## src/hw/rtl/rplk_pkg.sv

```systemverilog
// Shared types, constants and constant tables for the radial power-law k-space profile.
// The log2 and exp2 interpolation tables are built at elaboration by constant functions.
// No dependencies.
package rplk_pkg;

  localparam int COORD_WIDTH       = 24;
  localparam int FRAC_BITS         = 16;
  localparam int LOG_TABLE_ENTRIES = 64;

  localparam int EXP_W   = 20;
  localparam int FLUX_W  = 32;
  localparam int CLIP_W  = 32;
  localparam int SCALE_W = 24;
  localparam int VALUE_W = 32;
  localparam int CFG_W   = 32;

  localparam int PROD_W = COORD_WIDTH + SCALE_W;
  localparam int S_W    = 33;
  localparam int P_W    = 6;
  localparam int LUT_W  = $clog2(LOG_TABLE_ENTRIES + 1);
  localparam int LG_W   = 36;
  localparam int Y_W    = EXP_W + LG_W + 1;
  localparam int SH     = FRAC_BITS + 30;
  localparam int N_W    = Y_W - SH;

  localparam logic signed [EXP_W-1:0] EXP_RESET   = -20'sd98304;
  localparam logic [FLUX_W-1:0]       FLUX_RESET  = 32'd65536;
  localparam logic [CLIP_W-1:0]       CLIP_RESET  = 32'hFFFF_FFFF;
  localparam logic [SCALE_W-1:0]      SCALE_RESET = 24'd65536;

  localparam logic [63:0] Q30_ONE = 64'd1 << 30;

  typedef enum logic [1:0] {
    CFG_EXPONENT,
    CFG_FLUX,
    CFG_CLIP,
    CFG_SCALE
  } cfg_idx_t;

  typedef struct packed {
    logic signed [COORD_WIDTH-1:0] coord_x;
    logic signed [COORD_WIDTH-1:0] coord_y;
    logic                          row_end_in;
  } in_t;

  typedef struct packed {
    logic [VALUE_W-1:0] profile_value;
    logic               was_clipped;
    logic               row_end_out;
  } out_t;

  // Control that travels alongside each word through the pipeline.
  typedef struct packed {
    logic valid;
    logic clipped;
    logic row_end;
  } ctl_t;

  typedef logic [LOG_TABLE_ENTRIES:0][31:0] lut_t;

  // log2 of a Q1.30 value in [1,2) by repeated squaring, result Q0.30.
  function automatic logic [31:0] log2_q30(input logic [63:0] xin);
    logic [63:0] x;
    logic [31:0] r;
    x = xin;
    r = '0;
    if (x >= 2 * Q30_ONE) return Q30_ONE[31:0];
    if (x < Q30_ONE) return '0;
    for (int k = 0; k < 30; k++) begin
      x = (x * x) >> 30;
      r = {r[30:0], 1'b0};
      if (x >= 2 * Q30_ONE) begin
        r[0] = 1'b1;
        x = x >> 1;
      end
    end
    return r;
  endfunction

  function automatic lut_t build_log_tab();
    lut_t t;
    logic [63:0] target;
    for (int i = 0; i <= LOG_TABLE_ENTRIES; i++) begin
      target = (64'(i) << 30) / LOG_TABLE_ENTRIES;
      t[i] = log2_q30(Q30_ONE + target);
    end
    return t;
  endfunction

  // Smallest Q1.30 value whose log2 reaches each segment boundary.
  function automatic lut_t build_exp_tab();
    lut_t t;
    logic [63:0] target;
    logic [63:0] lo;
    logic [63:0] hi;
    logic [63:0] mid;
    t[0] = Q30_ONE[31:0];
    for (int i = 1; i <= LOG_TABLE_ENTRIES; i++) begin
      target = (64'(i) << 30) / LOG_TABLE_ENTRIES;
      lo = Q30_ONE;
      hi = 2 * Q30_ONE;
      for (int it = 0; it < 32; it++) begin
        if (hi - lo > 64'd1) begin
          mid = (lo + hi) >> 1;
          if (64'(log2_q30(mid)) < target) lo = mid;
          else hi = mid;
        end
      end
      t[i] = hi[31:0];
    end
    return t;
  endfunction

  localparam lut_t LOG_TAB = build_log_tab();
  localparam lut_t EXP_TAB = build_exp_tab();

endpackage

```

## src/hw/rtl/rplk_log2.sv

```systemverilog
// Stages 4 to 6: leading-one search, table lookup with interpolation, log2 of s in Q.30.
// Depends on rplk_pkg.
module rplk_log2
  import rplk_pkg::*;
(
  input  logic            clk,
  input  logic            rst,
  input  logic            adv,
  input  ctl_t            ctl_in,
  input  logic [S_W-1:0]  s,
  output ctl_t            ctl_out,
  output logic [LG_W-1:0] lg
);

  logic [P_W-1:0] p_now, p4, p5;
  logic [S_W+31:0] norm;
  logic [31:0] f;
  logic [63:0] seg;
  logic [LUT_W-1:0] idx;
  logic [31:0] frac, lo_now, diff;
  logic [63:0] ip;
  logic [31:0] lo, ifrac;
  ctl_t c4, c5;

  always_comb begin
    p_now = '0;
    for (int b = 0; b < S_W; b++) begin
      if (s[b]) p_now = P_W'(b);
    end
    norm = {s, 32'b0} >> p_now;
    seg = 64'(f) * 64'(LOG_TABLE_ENTRIES);
    idx = seg[32+LUT_W-1:32];
    frac = seg[31:0];
    lo_now = LOG_TAB[idx];
    diff = LOG_TAB[LUT_W'(idx + 1'b1)] - lo_now;
    ip = 64'(diff) * 64'(frac);
  end

  always_ff @(posedge clk) begin
    if (rst) begin
      c4 <= '0;
      c5 <= '0;
      ctl_out <= '0;
    end else if (adv) begin
      c4 <= ctl_in;
      c5 <= c4;
      ctl_out <= c5;
    end
  end

  always_ff @(posedge clk) begin
    if (adv) begin
      p4 <= p_now;
      f <= norm[31:0];
      p5 <= p4;
      lo <= lo_now;
      ifrac <= ip[63:32];
      lg <= LG_W'(lo) + LG_W'(ifrac) + ((LG_W'(p5) - LG_W'(FRAC_BITS)) << 30);
    end
  end

endmodule

```

## config.mk

```make
export PLATFORM = sky130hd
export DESIGN_NAME = rplk_log2
export DESIGN_NICKNAME = d
export VERILOG_FILES = /design/src/hw/rtl/rplk_pkg.sv /design/src/hw/rtl/rplk_log2.sv
export SDC_FILE = /design/constraint.sdc
export NUM_CORES = 2
export LEC_CHECK = 0
export BUFFER_PORTS_ARGS = -buffer_cell sky130_fd_sc_hd__buf_2
export CAP_MARGIN = 20
export CORE_MARGIN = 2
export CORE_UTILIZATION = 45
export CTS_CLUSTER_DIAMETER = 200
export DETAILED_ROUTE_END_ITERATION = 10
export GPL_ROUTABILITY_DRIVEN = 0
export PLACE_DENSITY = 0.58
export SKIP_CTS_REPAIR_TIMING = 1
export SYNTH_ARGS = -nofsm -noshare
export SYNTH_HDL_FRONTEND = slang
export SYNTH_SLANG_ARGS = --single-unit
export TNS_END_PERCENT = 5
```

## constraint.sdc

```tcl
create_clock -name clk -period 21.4 [get_ports clk]
set_input_delay 2.14 -clock clk [delete_from_list [all_inputs] [get_ports clk]]
set_output_delay 2.14 -clock clk [all_outputs]
set_load 0.005 [all_outputs]
```

# Yosys cells after proc, flatten, opt, wreduce, memory -nomap -nowiden
# Memory sizes are Yosys's and may differ from the RTL's. A register that Yosys moved wholly into a read port is not among the register bits.
# Index checks and enable logic that the tools add are counted.
# op_classes
n_addsub,5
n_mul,1
order_cmp,2
n_shift,1
mux,35
# op_table
cell,n
$mux W6,31
$shr A65 B6 Y32,1
$mux W32,2
$mul A32 B26 Y58,1
$add A33 B36 Y36,1
$add A32 B32 Y33,1
$sub A32 B32 Y32,1
$lt A6 B8 Y1 const B,1
$lt A7 B8 Y1 const B,1
$add A6 B1 Y7 const B,1
$sub A6 B5 Y6 const B,1
$mux W2,1
$mux W1,1
# word_totals
ff_bits,153
rom_bits,6144
inputBits,39
out_inout_bits,39
elab_cells,61
memories,2
# mem_list
name,words,width,read_ports,rd_ports_with_merged_regs,write_ports,line_no,text
(name not given),128,32,1,0,0,rplk_log2.sv:35,diff = LOG_TAB[LUT_W'(idx + 1'b1)] - lo_now;
(name not given),64,32,1,1,0,rplk_log2.sv:34,lo_now = LOG_TAB[idx];

# Logic depth before layout (Yosys ltp)
# depth
ltp_word,34
depth_mapped,56
ltp_nobuf,53

# Least setup slack after synthesis
# OpenSTA, ideal clock, no wires.
# synth_path
path_type,flip-flop to flip-flop
startpoint,register f[26]
endpoint,"register ifrac[31], data pin"
setup_time_ps,260
arrival_time_ps,12032
required_ps,21140
setup_slack_ps,9108
stages_incl_launch_ff,52
n_path_buf,6
period_less_slack_ps,12292
cell_sequence,edfxtp_1 -> ha_1 -> clkbuf_1 -> inv_1 -> ha_1 -> clkbuf_1 -> buf_1 -> clkbuf_1 -> a21oi_1 -> o21ai_0 -> nand3_1 -> a21oi_1 -> ha_1 -> a21o_1 -> a21o_1 -> a31o_2 -> a21o_1 -> a21o_1 -> [... 16 more ...] -> fa_1 -> inv_1 -> fa_1 -> inv_1 -> ha_1 -> a21o_1 -> a21o_1 -> a21o_1 -> a211oi_1 -> o21ai_0 -> o2bb2ai_1 -> a21oi_1 -> o211ai_1 -> a21oi_1 -> o31a_1 -> o221ai_1 -> a21oi_1 -> xnor2_1
# synth_via
elab_chain_cells,5
# synth_rtl
item,line_no,text
start: declaration,rplk_log2.sv:17,logic [31:0] f;
start signal: assignment,rplk_log2.sv:54,f <= norm[31:0];
$add A6 B1 Y7,rplk_log2.sv:35,
$mem_v2 Z128 W32,--,
$mux W32 (not written as such),rplk_log2.sv:35,
$sub A32 B32 Y32,rplk_log2.sv:35,
$mul A32 B26 Y58,rplk_log2.sv:36,ip = 64'(diff) * 64'(frac);
named net ip[63],rplk_log2.sv:21,logic [63:0] ip;
end signal: assignment,rplk_log2.sv:57,ifrac <= ip[63:32];
end: declaration,rplk_log2.sv:22,"logic [31:0] lo, ifrac;"
# The timed path passes the listed nets, and every way through them passes these cells. The select of a mux whose other input is x is not followed.
# A chain may end at the register's enable or synchronous reset.

# Worst setup path after layout
# layout_path
startpoint,register f[27]
endpoint,"register ifrac[31], data pin"
# The elaborated chain is that of the path after synthesis.

==> results_dict.tcl <==
set metrics [dict create \
    synth_nets 6081 \
    r2r-start "f[27]" \
    required_ns 21.62 \
    first_pass_iters 9 \
    slew_viol_final 0 \
    holdPathEnd "p5[0]" \
    final_antenna_net_count 0 \
    rsz0062_at_grt "no" \
    overflow 0 \
    grt_pass1_wl_um 213500 \
    drive_above_1_share 0.05742 \
    wirelength_um 136400 \
    wire_per_inst_um 22.10 \
    yosysMostFrequentCell "inv_1" \
    routed_via_density 5.797 \
    setup_violations 0 \
    io_pins 78 \
    synth_flop_cell "edfxtp_1" \
    path_max_fanout 96 \
    whs_path_depth 0 \
    die_w_um 312.0 \
    final_nets 5939 \
    syn_area_per_cell_um2 8.471 \
    r2r.worst_path.cells 50 \
    synthTopCellsByCount "894 x inv_1, 719 x fa_1, 593 x nand2_1" \
    min_path_type "reg -> reg" \
    antenna_found_initial 8 \
    cts_made_buffers 17 \
    synth_seq_cells 181 \
    placedCellCount 6131 \
    synth_top_area_frac 0.3371 \
    clkSinkCount 181 \
    r2r_end "ifrac[31]" \
    async_flop_share 0 \
    io_buffers 77 \
    fillers 9230 \
    outcome "finished clean" \
    post-route-drc-count 0 \
    synth_top_family_by_area "adder cells" \
    tns_ns 0 \
    num_vias 35770 \
    critPathKind "reg -> reg" \
    synth-simple-area-share 0.1824 \
    synth_compound_area_frac 0.1358 \
    critPathBufInv 8 \
    clk_latency_ns 0.49 \
    htree_levels 4 \
    worst_ep_arrival_time_ns 15.34 \
    critPathSlowestCell "edfxtp_1" \
    period_share 0.7063 \
    synth_warnings 0 \
    drt-initial-drc-count 3359 \
    grt_max_degree 97 \
    seq_area_frac_synth 0.1182 \
    track_usage 0.2836 \
    synth_edf_count 142 \
    fmax_mhz 66.16 \
    end_kind "register" \
    die-height_um 312.0 \
    yosysUniqueCellTypes 90 \
    critPathLaunchType "register" \
    yosys-top-cells-area "fa_1 34%, edfxtp_1 10%, ha_1 8.3%" \
    start_util 0.4561 \
    tritoncts "yes" \
    rows 112 \
    cap_violations 0 \
    hold_start "p4[0]" \
    finalHoldViolations 0 \
    dpl.hpwl_um 98140 \
    layout_min_cycle_time_ns 15.12 \
    yosysTopAreaCell "fa_1" \
    synth_fa_ha_area_frac 0.4201 \
    regToRegSetupSlack_ns 6.28 \
    syn_area_mm2 0.04270 \
    max-slew-margin-rel 0.2512 \
    synth-xor-area-share 0.01826 \
    clk_pin_slew_worst_paths_ns 0.07 \
    grt_pass1_vias 36400 \
    netlist_instances 5040 \
    synth_mux_area_frac 0.01492 \
    core_region_area_mm2 0.09361 \
    cts_buffer_depth 2 \
    worstMarginPinSlew_ns 1.095 \
    cpPeakStageDelay_ns 0.87 \
    die_area_mm2 0.09736 \
    finalNonFillerCells 6170 \
    cp_top_family "compound AO/OA/AOI/OAI gates" \
    area_growth_pct 5.697 \
    finClkSkew_ns 0.02258 \
    clock-root-buffer "clkbuf_16" \
]
-- layout make-up --
| cell class | instances | area [um^2] | share of cell area |
|---|---|---|---|
| repair buffers | 169 | 1100 | 0.02437 |
| diodes | 5 | 12.51 | 0.0002773 |
| well taps | 1254 | 1569 | 0.03477 |
| flip-flops and latches | 181 | 5045 | 0.1118 |
| clock inverters | 15 | 222.7 | 0.004935 |
| inverters | 902 | 3386 | 0.07502 |
| clock buffers | 17 | 425.4 | 0.009427 |
| multi-input cells | 3627 | 33370 | 0.7394 |
-- metrics by stage --
step                      hold WS, ns  instance area, um^2    util  setup slack, ns
after detailed placement       0.4045                44440  0.4747            6.411
after CTS                      0.4221                45080  0.4816            6.357
after global placement         0.4017                44440  0.4747            6.671
after floorplan                0.4003                42700       -            9.108
after global routing           0.4343                45120  0.4820            5.262
final                          0.4208                45130  0.4821            6.285
-- routing by layer --
metal	up-vias	track usage	routed length, um	part of all wire
li1	15880	-	-	-
met1	17820	0.3813	55910	0.41
met2	1700	0.4503	62210	0.46
met3	365	0.04871	11690	0.086
met4	2	0.1264	6566	0.048
met5	-	0	11	0.000081
-- cell families after synthesis --
family                     Yosys count
buffers and inverters             1232
muxes                               61
AOI/OAI and AO/OA                  882
and+or+nand+nor                   1593
adders and majority gates         1002
DFF                                181
xor gates and xnor gates            89
-- state kept, by name, indices dropped and copies added, names as in the netlist --
name and flops:
p4 6, p5 6, lg 36, c5 3, c4 3, ctl_out 3, lo_now 30, lo 30
f 32, ifrac 32
-- worst register-to-register path: cells and delay by family, from the launching register on --
kind | cells | cell delay, ns
AND/OR/NAND/NOR | 6 | 1.05
buffers and inverters | 8 | 1.47
flip-flops | 1 | 0.87
adder cells (fa/ha/maj) | 12 | 5.37
AO/OA/AOI/OAI | 22 | 5.91
XOR/XNOR | 2 | 0.21
-- how the worst max path moves through the flow --
stage / from / end / slack [ns] / depth (start not counted)
floorplan: f[26] / ifrac[31] / 9.11 / 51
global placement: f[27] / ifrac[31] / 6.67 / 50
detailed placement: f[27] / ifrac[31] / 6.41 / 50
CTS: f[27] / ifrac[31] / 6.36 / 50
global route: f[27] / ifrac[31] / 5.26 / 50
finish: f[27] / ifrac[31] / 6.28 / 50
-- cells in the final DEF, fill, tap and decap left out, types with 16 or more instances in the layout --
master,count
clkbuf_16,17
o21ai_0,200
xnor2_1,46
o21a_1,24
dfxtp_1,39
nand3_1,64
nand2_1,593
and3_1,26
o311ai_0,21
nor4_1,16
ha_1,282
a21oi_1,207
and2_1,448
a21o_1,40
o22ai_1,24
o211ai_1,78
fa_1,719
nor2b_1,38
buf_2,77
mux2i_1,49
inv_1,894
a211oi_1,67
edfxtp_1,142
buf_4,90
a311oi_1,19
a31oi_1,34
nand2b_1,28
nor2_1,248
nor3_1,65
Power is left out: the tool's default activity adds up to more than one toggle a clock period on the data nets, which glitch-free logic cannot reach.
