--- src/hw/rtl/rplk_pkg.sv ---
// Shared types, constants and constant tables for the radial power-law k-space profile.
// The log2 and exp2 interpolation tables are built at elaboration by constant functions.
// No dependencies.
package rplk_pkg;

  localparam int COORD_WIDTH       = 24;
  localparam int FRAC_BITS         = 16;
  localparam int LOG_TABLE_ENTRIES = 64;

  localparam int EXP_W   = 20;
  localparam int FLUX_W  = 32;
  localparam int CLIP_W  = 32;
  localparam int SCALE_W = 24;
  localparam int VALUE_W = 32;
  localparam int CFG_W   = 32;

  localparam int PROD_W = COORD_WIDTH + SCALE_W;
  localparam int S_W    = 33;
  localparam int P_W    = 6;
  localparam int LUT_W  = $clog2(LOG_TABLE_ENTRIES + 1);
  localparam int LG_W   = 36;
  localparam int Y_W    = EXP_W + LG_W + 1;
  localparam int SH     = FRAC_BITS + 30;
  localparam int N_W    = Y_W - SH;

  localparam logic signed [EXP_W-1:0] EXP_RESET   = -20'sd98304;
  localparam logic [FLUX_W-1:0]       FLUX_RESET  = 32'd65536;
  localparam logic [CLIP_W-1:0]       CLIP_RESET  = 32'hFFFF_FFFF;
  localparam logic [SCALE_W-1:0]      SCALE_RESET = 24'd65536;

  localparam logic [63:0] Q30_ONE = 64'd1 << 30;

  typedef enum logic [1:0] {
    CFG_EXPONENT,
    CFG_FLUX,
    CFG_CLIP,
    CFG_SCALE
  } cfg_idx_t;

  typedef struct packed {
    logic signed [COORD_WIDTH-1:0] coord_x;
    logic signed [COORD_WIDTH-1:0] coord_y;
    logic                          row_end_in;
  } in_t;

  typedef struct packed {
    logic [VALUE_W-1:0] profile_value;
    logic               was_clipped;
    logic               row_end_out;
  } out_t;

  // Control that travels alongside each word through the pipeline.
  typedef struct packed {
    logic valid;
    logic clipped;
    logic row_end;
  } ctl_t;

  typedef logic [LOG_TABLE_ENTRIES:0][31:0] lut_t;

  // log2 of a Q1.30 value in [1,2) by repeated squaring, result Q0.30.
  function automatic logic [31:0] log2_q30(input logic [63:0] xin);
    logic [63:0] x;
    logic [31:0] r;
    x = xin;
    r = '0;
    if (x >= 2 * Q30_ONE) return Q30_ONE[31:0];
    if (x < Q30_ONE) return '0;
    for (int k = 0; k < 30; k++) begin
      x = (x * x) >> 30;
      r = {r[30:0], 1'b0};
      if (x >= 2 * Q30_ONE) begin
        r[0] = 1'b1;
        x = x >> 1;
      end
    end
    return r;
  endfunction

  function automatic lut_t build_log_tab();
    lut_t t;
    logic [63:0] target;
    for (int i = 0; i <= LOG_TABLE_ENTRIES; i++) begin
      target = (64'(i) << 30) / LOG_TABLE_ENTRIES;
      t[i] = log2_q30(Q30_ONE + target);
    end
    return t;
  endfunction

  // Smallest Q1.30 value whose log2 reaches each segment boundary.
  function automatic lut_t build_exp_tab();
    lut_t t;
    logic [63:0] target;
    logic [63:0] lo;
    logic [63:0] hi;
    logic [63:0] mid;
    t[0] = Q30_ONE[31:0];
    for (int i = 1; i <= LOG_TABLE_ENTRIES; i++) begin
      target = (64'(i) << 30) / LOG_TABLE_ENTRIES;
      lo = Q30_ONE;
      hi = 2 * Q30_ONE;
      for (int it = 0; it < 32; it++) begin
        if (hi - lo > 64'd1) begin
          mid = (lo + hi) >> 1;
          if (64'(log2_q30(mid)) < target) lo = mid;
          else hi = mid;
        end
      end
      t[i] = hi[31:0];
    end
    return t;
  endfunction

  localparam lut_t LOG_TAB = build_log_tab();
  localparam lut_t EXP_TAB = build_exp_tab();

endpackage

--- src/hw/rtl/rplk_exp2.sv ---
// Stages 7 to 9: exponent times log2, floor split, exp2 table lookup with interpolation.
// Depends on rplk_pkg.
module rplk_exp2
  import rplk_pkg::*;
(
  input  logic                    clk,
  input  logic                    rst,
  input  logic                    adv,
  input  ctl_t                    ctl_in,
  input  logic [LG_W-1:0]         lg,
  input  logic signed [EXP_W-1:0] power_exponent,
  output ctl_t                    ctl_out,
  output logic signed [N_W-1:0]   n,
  output logic [31:0]             mant
);

  logic signed [Y_W-1:0] y;
  logic signed [Y_W-1:0] y_sh;
  logic [29:0] g;
  logic [63:0] seg;
  logic [LUT_W-1:0] idx;
  logic [29:0] frac;
  logic [31:0] lo_now, diff;
  logic [63:0] ip;
  logic [31:0] lo, ifrac;
  logic signed [N_W-1:0] n8;
  ctl_t c7, c8;

  always_comb begin
    // Arithmetic shift gives the floor; the low bits are then the positive fraction.
    y_sh = y >>> SH;
    g = y[SH-1:FRAC_BITS];
    seg = 64'(g) * 64'(LOG_TABLE_ENTRIES);
    idx = seg[30+LUT_W-1:30];
    frac = seg[29:0];
    lo_now = EXP_TAB[idx];
    diff = EXP_TAB[LUT_W'(idx + 1'b1)] - lo_now;
    ip = 64'(diff) * 64'(frac);
  end

  always_ff @(posedge clk) begin
    if (rst) begin
      c7 <= '0;
      c8 <= '0;
      ctl_out <= '0;
    end else if (adv) begin
      c7 <= ctl_in;
      c8 <= c7;
      ctl_out <= c8;
    end
  end

  always_ff @(posedge clk) begin
    if (adv) begin
      y <= Y_W'(power_exponent) * $signed({1'b0, lg});
      n8 <= y_sh[N_W-1:0];
      lo <= lo_now;
      ifrac <= ip[61:30];
      n <= n8;
      mant <= lo + ifrac;
    end
  end

endmodule

--- config.mk ---
export PLATFORM = sky130hd
export DESIGN_NAME = rplk_exp2
export DESIGN_NICKNAME = d
export VERILOG_FILES = /design/src/hw/rtl/rplk_pkg.sv /design/src/hw/rtl/rplk_exp2.sv
export SDC_FILE = /design/constraint.sdc
export NUM_CORES = 2
export LEC_CHECK = 0
export ABC_AREA = 1
export ABC_CLOCK_PERIOD_IN_PS = 17100
export BUFFER_PORTS_ARGS = -buffer_cell sky130_fd_sc_hd__buf_2
export CAP_MARGIN = 0
export CORE_UTILIZATION = 52
export CTS_CLUSTER_DIAMETER = 200
export DETAILED_ROUTE_END_ITERATION = 8
export GPL_TIMING_DRIVEN = 1
export HOLD_SLACK_MARGIN = 0.12
export PLACE_DENSITY = 0.8
export SYNTH_ARGS = -nofsm -noshare
export SYNTH_HDL_FRONTEND = slang
export SYNTH_SLANG_ARGS = --single-unit
--- constraint.sdc ---
create_clock -name clk -period 17.1 [get_ports clk]
set_clock_uncertainty 0.05 [all_clocks]
set_input_delay 2.565 -clock clk [delete_from_list [all_inputs] [get_ports clk]]
set_output_delay 2.565 -clock clk [all_outputs]
set_load 0.02 [all_outputs]
# After elaboration in Yosys (flattened, before gate mapping)
# Memory sizes are Yosys's and may differ from the RTL's. A register that Yosys moved wholly into a read port is not among the register bits.
# Index checks and enable logic that the tools add are counted.
# W data, S select, Z words.
[word_totals]
output_inout_bits = 46
memories = 2
word_cells = 27
in_bits = 62
reg_bits = 184
mem_bits_ro = 6144
[op_classes]
muxes = 3
n_lt_le_gt_ge = 2
n_mul = 2
n_addsub = 3
[memory_table]
columns = ["memory", "words", "word_bits", "rd", "rd_clocked_by_memory_dff", "write_ports", "line_no", "rtl"]
rows = [
  ["(no name shown)", 128, 32, 1, 0, 0, "rplk_exp2.sv:37", "diff = EXP_TAB[LUT_W'(idx + 1'b1)] - lo_now;"],
  ["(no name shown)", 64, 32, 1, 1, 0, "rplk_exp2.sv:36", "lo_now = EXP_TAB[idx];"],
]
[op_table]
columns = ["cell", "n"]
rows = [
  ["$mux W32", 2],
  ["$mul A20 B37 Y57", 1],
  ["$mul A32 B24 Y56", 1],
  ["$add A32 B32 Y32", 1],
  ["$sub A32 B32 Y32", 1],
  ["$lt A6 B8 Y1 const B", 1],
  ["$lt A7 B8 Y1 const B", 1],
  ["$add A6 B1 Y7 const B", 1],
  ["$mux W6", 1],
]

# Logic depth before layout (Yosys ltp)
[logic_depth]
depth_word = 5
depth_mapped = 56
depth_no_buf = 54

# Worst setup path before layout
# Ideal clock, no wire load.
[synth_timing]
path_type = "register -> register"
start = "register y[40]"
end = "register ifrac[30], data pin"
t_arrival_ns = 9.799
path_buffers = 4
setup_slack_ns = 6.986
path_stages_with_launch = 51
setup_ns = 0.265
required_ns = 16.785
path_cell_list = "edfxtp_1 > ha_1 > inv_1 > ha_1 > buf_2 > clkbuf_1 > clkbuf_1 > nand2_1 > nand2_1 > o21ai_0 > a21oi_1 > a21oi_1 > nor3_1 > inv_1 > ha_1 > fa_1 > nand3b_1 > nand2_1 > [15 not listed] > fa_1 > fa_1 > inv_1 > fa_1 > inv_1 > fa_1 > ha_1 > a21oi_1 > inv_1 > a31oi_1 > o21ai_0 > a21oi_1 > nand2_1 > nand2_1 > nand2_1 > a21oi_1 > o21ai_0 > xor2_1"
[synth_via]
elab_chain_len = 5
[synth_rtl]
columns = ["element", "line_no", "rtl"]
rows = [
  ["start: declaration", "rplk_exp2.sv:17", "logic signed [Y_W-1:0] y;"],
  ["start signal: assignment", "rplk_exp2.sv:55", "y <= Y_W'(power_exponent) * $signed({1'b0, lg});"],
  ["$add A6 B1 Y7", "rplk_exp2.sv:37", ""],
  ["$mem_v2 Z128 W32", "--", ""],
  ["$mux W32 (not written as such)", "rplk_exp2.sv:37", ""],
  ["$sub A32 B32 Y32", "rplk_exp2.sv:37", ""],
  ["$mul A32 B24 Y56", "rplk_exp2.sv:38", "ip = 64'(diff) * 64'(frac);"],
  ["via ip[60]", "rplk_exp2.sv:24", "logic [63:0] ip;"],
  ["end signal: assignment", "rplk_exp2.sv:58", "ifrac <= ip[61:30];"],
  ["end: declaration", "rplk_exp2.sv:25", "logic [31:0] lo, ifrac;"],
]
# The timed path passes the listed nets, and every way through them passes these cells. The select of a mux whose other input is x is not followed.
# A chain may end at the register's enable or synchronous reset.

# Final worst setup path
[layout_timing]
start = "register y[40]"
end = "register ifrac[23], data pin"
# Same word-level chain as after synthesis.

==> key figures <==
Status
  • Status: finished clean

Detailed routing
  • Final wirelength: 207,000 µm
  • Antenna Violating Nets Remaining: 0
  • First-pass DRT Iterations: 6
  • Initial drt markers: just under 6k
  • Vias: 53.4k
  • Vias per cell: 5.66
  • Post-DR wirelength/cell: 21.9 µm
  • # DRC: 0

Setup path
  • Maximum fanout along the worst path: 19
  • Most frequent cell on the critical path: inv_1
  • CP peak stage delay: between 0.8 and 0.9 ns
  • Required @ worst endpoint: about 17 ns
  • Slowest stage cell, crit path: nand2_1
  • Critical Path End Type: flip-flop
  • Critical Path Start Type: flip-flop
  • Kind of critical path: reg2reg
  • Crit path DAT: around 13 ns

Clocking
  • CTS HTree Levels: 4
  • Post-CTS resize count: 0
  • CTS tree: yes
  • Worst-skew pair later-pin latency: between 0.4 and 0.5 ns
  • Worst-path clk slew: around 0.090 ns
  • CTS Hold Bufs: 0
  • Root buffer cell: clkbuf_16
  • CTS max path bufs: 2
  • TritonCTS buffer count: 17
  • Setup Buffers After CTS: 0
  • CTS sink cnt: around 200

Logic synthesis
  • Post-synth top flop: edfxtp_1
  • Synth top cells by count: inv_1 (1,927), nand2_1 (1,832), fa_1 (1,267)
  • Synthesized netlist cell count: about 8k
  • Avg Cell Area, Syn: ~7.8 µm²
  • Cell accounting for the most synthesized area: fa_1
  • Syn. warnings: 0
  • Syn_nets: slightly below 10k
  • EDFF count, synth: around 160
  • Ys async rst share: 0
  • #FFs+latches synth: ~200
  • Sequential area share after synthesis: 0.0879
  • Synthesized area: ~0.063 mm²
  • Dominant cell by count in the synthesized netlist: inv_1
  • Post-synth cell types: 66
  • Area contributors post-synth: fa_1 (41%), inv_1 (12%), nand2_1 (11%), ha_1 (9.7%), edfxtp_1 (7.5%)
  • Yosys top cell area share: 0.406

Flow run
  • Max Cap Viol: 0

Timing
  • # setup viols final: 0
  • Setup repair after global routing missed its margin: no
  • Final setup TNS: 0 ns
  • F_max: a little under 80 MHz
  • Rel. slew slack: 0.0694
  • Final hold vios: 0
  • Tcrit/Tclk final: 0.744
  • Final slew viol count: 0
  • Fin crit period: 12.72 ns
  • Slew @ Worst Pin: between 1 and 1.5 ns

Global route
  • Pin count of the biggest net entering global routing: 86
  • Number of global-route vias before repair: 55.9k
  • Global route overflow: 0
  • First-pass GRT wire length: around 320,000 µm
  • Initial antenna violation count: 2
  • Total track usage: 0.345

Finish
  • # fillers: around 11k
  • Share of post-route cells with drive strength above 1: 0.0443
  • Final non-filler cell total: 9,442
  • Fin nets: about 9.6k
  • Multi-input gate area: ~0.048 mm²
  • Utilization after layout: 0.545
  • Area delta synth->final: 3.37%
  • FF+latch area: around 0.0055 mm²
  • Design Area, Final: approximately 0.065 mm²

Die
  • Core area: between 0.1 and 0.15 mm²
  • Row cnt: roughly 130
  • # IOs: ~110
  • Die Ht: 349 µm
  • Die width: around 350 µm
  • Die area: 0.122 mm²
  • Initial core utilization: 0.527

Placement
  • Port buffer count: approximately 110
  • Final HPWL DP: approximately 160,000 µm
  • Gpl congestion: about 1.0
  • Cell Area, Placed: 0.0640 mm²
  • Placed Instances: between 9k and 10k

Hold path
  • Hold WC Path Type: reg2reg
-- logic make-up (layout without fill, tap and decap cells) --
kind of cell / Yosys count / count (layout) / share of synthesized area
AO/OA/AOI/OAI: 604 / 604 / 0.0565
XOR/XNOR: 106 / 106 / 0.0151
adder cells (fa/ha/maj): 1750 / 1750 / 0.502
buffers and inverters: 2301 / 2146 / 0.141
flip-flops: 196 / 196 / 0.0879
other: 0 / 2 / 0
AND/OR/NAND/NOR: 3038 / 3038 / 0.197
-- final cells by class --
type / count / area share
Antenna cell: 2 / 0.0000774
Clock buffer: 17 / 0.00658
Clock inverter: 15 / 0.00327
Inverter: 1952 / 0.113
Multi-Input combinational cell: 5498 / 0.746
Sequential cell: 196 / 0.0850
Tap cell: 1600 / 0.0310
Timing Repair Buffer: 162 / 0.0148
-- metal layers --
layer | track usage | part of all wire
met1 | 0.441 | 0.37
met2 | 0.555 | 0.45
met3 | 0.0894 | 0.12
met4 | 0.148 | 0.054
met5 | 0 | 0.00011
-- registers in the layout (all words and copies together), names as in the netlist --
name	count
ctl_out	3
ifrac	32
c7	3
y	41
mant	32
n	11
c8	3
n8	11
lo_now	30
lo	30
-- final timing paths --
check         from        end  slack (ns)  cells past startpoint
min reg2reg  y[48]      n8[2]        0.38                      0
min          y[48]      n8[2]        0.38                      0
max          y[40]  ifrac[23]        4.38                     46
max reg2reg  y[40]  ifrac[23]        4.38                     46
-- metrics by stage --
stage,setup WS (ns),hold WS (ns)
after floorplan,6.99,0.350
after global placement,4.89,0.357
after detailed placement,4.69,0.355
after CTS,4.57,0.371
after global routing,3.74,0.381
final,4.38,0.376
-- layout by cell type (no fill, tap or decap), types with 19 or more instances in the layout --
master,synthesis,routed
inv_1,1927,1927
nand2_1,1832,1829
fa_1,1267,1267
nor2_1,682,682
ha_1,483,483
nand3_1,311,311
a21oi_1,244,244
edfxtp_1,157,157
o21ai_0,153,153
buf_2,41,106
or2_2,78,78
xor2_1,66,66
buf_4,15,55
a31oi_1,47,47
nor3_1,43,43
dfxtp_1,39,39
xnor2_1,38,38
nand2_2,32,35
nand4_1,22,22
a311oi_1,19,19
-- worst max-delay path: cells and delay by family (launching register included) --
family / cells / cell delay [ns]
AOI/OAI and AO/OA: 12 / 2.49
adders and majority gates: 10 / 5.00
buffers and inverters: 12 / 1.80
DFF: 1 / 0.80
and+or+nand+nor: 12 / 2.29
Power is left out: the tool's default activity adds up to more than one toggle a clock period on the data nets, which glitch-free logic cannot reach.
