--- src/hw/rtl/rplk_pkg.sv ---
// Shared types, constants and constant tables for the radial power-law k-space profile.
// The log2 and exp2 interpolation tables are built at elaboration by constant functions.
// No dependencies.
package rplk_pkg;

  localparam int COORD_WIDTH       = 24;
  localparam int FRAC_BITS         = 16;
  localparam int LOG_TABLE_ENTRIES = 64;

  localparam int EXP_W   = 20;
  localparam int FLUX_W  = 32;
  localparam int CLIP_W  = 32;
  localparam int SCALE_W = 24;
  localparam int VALUE_W = 32;
  localparam int CFG_W   = 32;

  localparam int PROD_W = COORD_WIDTH + SCALE_W;
  localparam int S_W    = 33;
  localparam int P_W    = 6;
  localparam int LUT_W  = $clog2(LOG_TABLE_ENTRIES + 1);
  localparam int LG_W   = 36;
  localparam int Y_W    = EXP_W + LG_W + 1;
  localparam int SH     = FRAC_BITS + 30;
  localparam int N_W    = Y_W - SH;

  localparam logic signed [EXP_W-1:0] EXP_RESET   = -20'sd98304;
  localparam logic [FLUX_W-1:0]       FLUX_RESET  = 32'd65536;
  localparam logic [CLIP_W-1:0]       CLIP_RESET  = 32'hFFFF_FFFF;
  localparam logic [SCALE_W-1:0]      SCALE_RESET = 24'd65536;

  localparam logic [63:0] Q30_ONE = 64'd1 << 30;

  typedef enum logic [1:0] {
    CFG_EXPONENT,
    CFG_FLUX,
    CFG_CLIP,
    CFG_SCALE
  } cfg_idx_t;

  typedef struct packed {
    logic signed [COORD_WIDTH-1:0] coord_x;
    logic signed [COORD_WIDTH-1:0] coord_y;
    logic                          row_end_in;
  } in_t;

  typedef struct packed {
    logic [VALUE_W-1:0] profile_value;
    logic               was_clipped;
    logic               row_end_out;
  } out_t;

  // Control that travels alongside each word through the pipeline.
  typedef struct packed {
    logic valid;
    logic clipped;
    logic row_end;
  } ctl_t;

  typedef logic [LOG_TABLE_ENTRIES:0][31:0] lut_t;

  // log2 of a Q1.30 value in [1,2) by repeated squaring, result Q0.30.
  function automatic logic [31:0] log2_q30(input logic [63:0] xin);
    logic [63:0] x;
    logic [31:0] r;
    x = xin;
    r = '0;
    if (x >= 2 * Q30_ONE) return Q30_ONE[31:0];
    if (x < Q30_ONE) return '0;
    for (int k = 0; k < 30; k++) begin
      x = (x * x) >> 30;
      r = {r[30:0], 1'b0};
      if (x >= 2 * Q30_ONE) begin
        r[0] = 1'b1;
        x = x >> 1;
      end
    end
    return r;
  endfunction

  function automatic lut_t build_log_tab();
    lut_t t;
    logic [63:0] target;
    for (int i = 0; i <= LOG_TABLE_ENTRIES; i++) begin
      target = (64'(i) << 30) / LOG_TABLE_ENTRIES;
      t[i] = log2_q30(Q30_ONE + target);
    end
    return t;
  endfunction

  // Smallest Q1.30 value whose log2 reaches each segment boundary.
  function automatic lut_t build_exp_tab();
    lut_t t;
    logic [63:0] target;
    logic [63:0] lo;
    logic [63:0] hi;
    logic [63:0] mid;
    t[0] = Q30_ONE[31:0];
    for (int i = 1; i <= LOG_TABLE_ENTRIES; i++) begin
      target = (64'(i) << 30) / LOG_TABLE_ENTRIES;
      lo = Q30_ONE;
      hi = 2 * Q30_ONE;
      for (int it = 0; it < 32; it++) begin
        if (hi - lo > 64'd1) begin
          mid = (lo + hi) >> 1;
          if (64'(log2_q30(mid)) < target) lo = mid;
          else hi = mid;
        end
      end
      t[i] = hi[31:0];
    end
    return t;
  endfunction

  localparam lut_t LOG_TAB = build_log_tab();
  localparam lut_t EXP_TAB = build_exp_tab();

endpackage

--- src/hw/rtl/rplk_scale.sv ---
// Stages 10 and 11: flux times mantissa, shift by the integer power, saturate, output register.
// Depends on rplk_pkg.
module rplk_scale
  import rplk_pkg::*;
(
  input  logic                  clk,
  input  logic                  rst,
  input  logic                  adv,
  input  ctl_t                  ctl_in,
  input  logic signed [N_W-1:0] n,
  input  logic [31:0]           mant,
  input  logic [FLUX_W-1:0]     total_flux,
  output logic                  out_valid,
  output out_t                  out_word
);

  localparam logic [VALUE_W-1:0] SAT = '1;

  ctl_t c10;
  logic signed [N_W-1:0] n10;
  logic [63:0] prod;
  logic signed [N_W+1:0] rs, ls;
  logic [63:0] shr;
  logic [VALUE_W-1:0] val;

  always_comb begin
    rs = (N_W+2)'(30) - (N_W+2)'(n10);
    ls = (N_W+2)'(n10) - (N_W+2)'(30);
    shr = prod >> rs[5:0];
    val = '0;
    if (rs >= 0) begin
      if (rs >= 64) val = '0;
      else if ((shr >> 32) != '0) val = SAT;
      else val = shr[31:0];
    end else if (prod == '0) begin
      val = '0;
    end else if (ls >= 32) begin
      val = SAT;
    end else if ((prod >> (6'd32 - ls[5:0])) != '0) begin
      val = SAT;
    end else begin
      val = VALUE_W'(prod << ls[5:0]);
    end
  end

  always_ff @(posedge clk) begin
    if (rst) begin
      c10 <= '0;
      out_valid <= 1'b0;
    end else if (adv) begin
      c10 <= ctl_in;
      out_valid <= c10.valid;
    end
  end

  always_ff @(posedge clk) begin
    if (adv) begin
      n10 <= n;
      prod <= 64'(total_flux) * 64'(mant);
      out_word.profile_value <= c10.clipped ? '0 : val;
      out_word.was_clipped <= c10.clipped;
      out_word.row_end_out <= c10.row_end;
    end
  end

endmodule

--- config.mk ---
export PLATFORM = sky130hd
export DESIGN_NAME = rplk_scale
export DESIGN_NICKNAME = d
export VERILOG_FILES = /design/src/hw/rtl/rplk_pkg.sv /design/src/hw/rtl/rplk_scale.sv
export SDC_FILE = /design/constraint.sdc
export NUM_CORES = 2
export LEC_CHECK = 0
export BUFFER_PORTS_ARGS = -buffer_cell sky130_fd_sc_hd__buf_2
export CAP_MARGIN = 0
export CORE_MARGIN = 1.5
export CORE_UTILIZATION = 66
export DETAILED_ROUTE_END_ITERATION = 8
export PLACE_DENSITY_LB_ADDON = 0.05
export SETUP_SLACK_MARGIN = 0.02
export SYNTH_ARGS = -nofsm -noshare
export SYNTH_HDL_FRONTEND = slang
export SYNTH_SLANG_ARGS = --single-unit
--- constraint.sdc ---
create_clock -name clk -period 10.3 [get_ports clk]
set_clock_uncertainty 0.15 [all_clocks]
set_input_delay 0 -clock clk [delete_from_list [all_inputs] [get_ports clk]]
set_output_delay 0 -clock clk [all_outputs]
set_load 0.05 [all_outputs]
Word-level counts from Yosys, hierarchy flattened
Cells that the tools add are included.
{"block": "word_totals", "ff_bits": 113, "inputBits": 81, "output_inout_bits": 35, "word_cells": 28}
{"block": "classes", "addsub": 3, "n_mul": 1, "n_lt_le_gt_ge": 3, "shifts": 3, "n_mux": 6, "reduce_logical": 3}
{"cell": "2-to-1 mux 32 bit", "count": 6}
{"cell": "nonzero test 64 bit", "count": 2}
{"cell": "right shift 64 x 6 -> 64 bit", "count": 2}
{"cell": "zero test 64 bit", "count": 1}
{"cell": "multiplier 32 x 32 -> 64 bit", "count": 1}
{"cell": "left shift 64 x 6 -> 32 bit", "count": 1}
{"cell": "greater-or-equal comparator 12 x 1 -> 1 bit (second input constant)", "count": 1}
{"cell": "greater-or-equal comparator 12 x 7 -> 1 bit (second input constant)", "count": 1}
{"cell": "greater-or-equal comparator 12 x 8 -> 1 bit (second input constant)", "count": 1}
{"cell": "subtractor 11 x 6 -> 12 bit (second input constant)", "count": 1}
{"cell": "subtractor 6 x 11 -> 12 bit (first input constant)", "count": 1}
{"cell": "subtractor 6 bit (first input constant)", "count": 1}

Depth between registers and ports, before layout
{"block": "depth", "word_depth": 8, "mapped_depth": 29, "mapped_depth_nobuf": 28}

Least setup slack after synthesis
No wires, ideal clock.
{"block": "synth_path", "path_kind": "input -> register", "from": "input port total_flux[16]", "to": "register prod[58], data pin", "t_arrival_ps": 6862, "t_required_ps": 9888, "slack_ps": 3026, "stages": 27, "cell_sequence": "clkbuf_1 -> and2_1 -> fa_1 -> inv_1 -> fa_1 -> fa_1 -> fa_1 -> inv_1 -> fa_1 -> inv_1 -> fa_1 -> inv_1 -> fa_1 -> inv_1 -> fa_1 -> inv_1 -> ha_1 -> a21oi_1 -> o21ai_0 -> or4_1 -> o21ai_0 -> a21oi_1 -> a2111oi_0 -> nor3b_1 -> or2_2 -> a211oi_1 -> xnor2_1"}
{"block": "synth_via", "elab_chain_len": 1}
{"element": "from (decl)", "line": "rplk_scale.sv:12", "rtl": "input logic [FLUX_W-1:0] total_flux,"}
{"element": "multiplier 32 x 32 -> 64 bit", "line": "rplk_scale.sv:59", "rtl": "prod <= 64'(total_flux) * 64'(mant);"}
{"element": "to (signal assigned)", "line": "rplk_scale.sv:59"}
{"element": "to (decl)", "line": "rplk_scale.sv:21", "rtl": "logic [63:0] prod;"}
No other way between the ends.
A chain may end at the register's enable or synchronous reset.

Worst setup path after layout
{"block": "layout_path", "from": "input port total_flux[12]", "to": "register prod[40], data pin"}
Same word-level chain as after synthesis.

==> metrics list <==
- Sum of buffers and inverters on the critical path: 7
- Synthesis handed over a netlist of around 5.0k instances.
* Overall via count from detail_route: 35.4k
- Worst hold path type: primary input to flip-flop
- The run finished with clean final reports.
- Predominant post-synthesis flop cell: edfxtp_1
- Global route total overflow: 0
- The smallest clock period supported by the final layout is computed as about 8.3 ns.
- After synthesis, the largest area contributor takes up about two fifths of total cell area.
- TritonCTS buffer count: 17
- The count of nets left with antenna violations once routing finished came out at 0.
- Setup repair after global routing missed its margin: no
* Fin nets: about 6.1k
* Slew at the pin closest to its max-slew limit: approximately 1.1 ns
- Final setup violation count: 0
* Area Overhead vs Synth: 2.96%
- Synth Net Count: approximately 6.2k
- On the worst path, the slowest cell contributes a delay of ~0.94 ns.
- Clock tree synthesis found a total of 113 sinks.
* Fraction of met1 tracks used by global routing: between 50% and 60%
- Ratio of cells with drive above 1 in the final layout: 6.71%
- GRT busiest layer: met2
- Summed over all nets, the half-perimeter wirelength after detailed placement is just under 100000 µm.
- Clock-pin slew was measured on the worst setup and hold paths at 0.07 ns.
- Routability-driven placement finished with a final weighted congestion of around 0.97.
* Hold depth: 2
- In this design, the critical path's most frequently occurring cell is fa_1.
- Sequential area share after synthesis: around 7.5%
- Level count of the clock H-tree: 4
* Number of distinct library cells after synthesis: 86
- Number of setup buffers added after CTS: 0
- The worst hold path terminates at n10[4].
* Final Max Tran Viols: 0
- Pin placement for this block handled 116 I/O pins.
* FF+latch area: 3350 µm²
- Number of antenna violations at the first check in global routing: 2
- Height of the chip: approximately 260 µm
- Drc violations: 0
* Highest Clock Rate: between 100 and 150 MHz
- In this run the most critical hold path is launched from n[4].
- Max-cap violations in this run came to 0.
- CP Capture Type: flip-flop
- During synthesis, Yosys emitted a total of 0 warnings.
* Clock Path Buffers: 2
* Startpoint Class: primary input
* Via-per-instance ratio: ~6.2
- Post-CTS Resized: 0
* Largest net degree at the start of global routing: just under 80
* Core area: about 67000 µm²
- fa_1 takes more of the synthesized area than any other cell.
* Clock Tree Root: clkbuf_16
- Hold Vio Cnt, Final: 0
- Data on the critical path arrives at its endpoint at 8.29 ns.
- Data required, critical path: 10.29 ns
* Source-to-sink clock delay at the later pin of the worst-skew pair: 0.44 ns
* Die outline width: ~260 µm
* CTS tree: done
* Slew HR: roughly 28%
* Path type of the worst setup path: primary input to flip-flop
- Once the floorplan was initialized, standard cells occupied between 60 and 70% of the core.
* Total Neg Setup Slack: 0 ns
- R2r startpoint: n10[0]
* Min Hold Slack: between 0.1 and 0.15 ns
- Measured in cells, the most critical reg-to-reg path has a length of 13.
- Violation count after the first detailed-route iteration: around 3.3k
- The multi-input combinational cells in the finished layout cover a total of ~37000 µm².
- Top cell family by delay on the critical path: adder cells
- Final Cycle Share: between 80% and 90%
- The first detailed-routing pass took 6 iterations.
- Post-synthesis instance area: around 45000 µm²
- Flop-to-flop setup slack: between 3 and 4 ns
* Std-Cell Rows: between 90 and 100
* Number of global-route vias before repair: between 30k and 40k
- RR Endpoint: out_word[10]
* Mean post-synth cell area: 8.99 µm²
* Overall fraction of global-route tracks in use: roughly two fifths
* Maximum fanout encountered on the critical timing path: 32
- Routing usage on met2: a little under two thirds
* Count of state elements after synthesis: between 100 and 150
- Fill cells in the final layout number roughly 5.5k.
- Input and output buffers added on the ports amount to between 100 and 150.
* Cell with the largest stage delay on the worst path: a2111oi_0
* Final wirelength: between 100000 and 150000 µm
* Post-detailed-route wirelength per cell: 22.8 µm
- Routing usage on met3: under 10%
- The first global-routing pass estimated roughly 210000 µm of wire.
- Counting flops with an async set or reset pin after synthesis yields a share of 0%.
* Count of flip-flops with a built-in enable after synthesis: about 110
- Die area: ~70000 µm²
- Cell types with the largest area share after synthesis: fa_1, and2_1, ha_1
-- worst max-delay path by stage --
stage	startpoint	end	slack (ns)	cells past startpoint
final	total_flux[12]	prod[40]	2.00	27
after global routing	total_flux[13]	prod[40]	1.55	25
after CTS	total_flux[12]	prod[58]	2.08	27
after detailed placement	total_flux[12]	prod[58]	1.63	27
after global placement	total_flux[12]	prod[58]	1.79	27
after floorplan	total_flux[16]	prod[58]	3.03	27
-- cell usage after synthesis (24+ instances only) --
library cell and instances:
a211oi_1 25, a21o_1 31, a21oi_1 174, and2_1 605, clkbuf_1 284, edfxtp_1 109, fa_1 896, ha_1 267
inv_1 874, mux2_2 45, mux2i_1 78, mux4_2 76, nand2_1 624, nand3_1 47, nor2_1 169, nor2b_1 24
nor3_1 66, o211ai_1 37, o21ai_0 153, xnor2_1 41, xor2_1 29
-- placed cells by master, fill, tap and decap left out, types with 24 or more instances in the layout --
cell and n:
a21oi_1 174, ha_1 266, edfxtp_1 109, a21o_1 31, nor3_1 66, mux4_2 76
o211ai_1 37, inv_1 874, nand2_1 623, buf_4 29, fa_1 896, nand3_1 47
o21ai_0 153, nor2_1 169, and2_1 605, xor2_1 25, mux2i_1 78, xnor2_1 37
mux2_2 45, nor2b_1 24, a211oi_1 25, buf_2 114
-- logic make-up (layout without fill, tap and decap cells) --
family	count (synthesis)	after routing	share of synthesized area, %
and+or+nand+nor	1640	1640	18.2
xor gates and xnor gates	71	71	1.40
buffers and inverters	1212	1065	10.4
DFF	113	113	7.48
other	0	1	0
adders and majority gates	1163	1163	47.4
muxes	203	203	6.86
AOI/OAI and AO/OA	585	585	8.13
-- area by class of cell --
cell class	count	area share (%)
Clock buffer	19	0.959
Sequential cell	113	7.26
Tap cell	873	2.37
Timing Repair Buffer	159	2.05
Antenna cell	1	0.00542
Inverter	874	7.10
Clock inverter	13	0.295
Multi-Input combinational cell	3662	80.0
-- flip-flops by register name, summed over array words and instances (netlist names) --
name,cells
prod,64
out_word,34
n10,11
c10,3
out_valid,1
-- through the flow --
step	cells	setup WS (ns)	cell area (µm²)	util (%)
3_5_place_dp	5665	1.63	45400	67.5
4_1_cts	5713	2.08	46200	68.6
5_1_grt	5714	1.55	46200	68.6
6_report	5714	2.00	46200	68.6
3_3_place_gp	5665	1.79	45400	67.5
2_1_floorplan	4987	3.03	44900	-
-- worst register-to-register path, cell delays in order (launching register included) --
cell and delay (ns):
edfxtp_1 0.33, buf_4 0.55, inv_1 0.22, ha_4 0.58, buf_4 0.69, mux4_2 0.72, a2111oi_0 0.47, nor2_1 0.07
or4b_1 0.48, a2111oi_0 0.52, o221ai_1 0.19, a21o_1 0.53, o21ai_0 0.38, a21oi_1 0.20
-- what timing repair did --
item / in CTS / in global routing
endpoints found under the hold margin: 35 / 0
hold buffers: 16 / 0
endpoints found under the setup margin: 0 / 0
-- routing by layer --
layer	vias to the layer above	share of wire (%)
met2	1910	48
met3	383	9.1
met1	17796	39
met4	2	4.6
li1	15324	-
met5	-	0.010
Power is left out: the tool's default activity adds up to more than one toggle a clock period on the data nets, which glitch-free logic cannot reach.
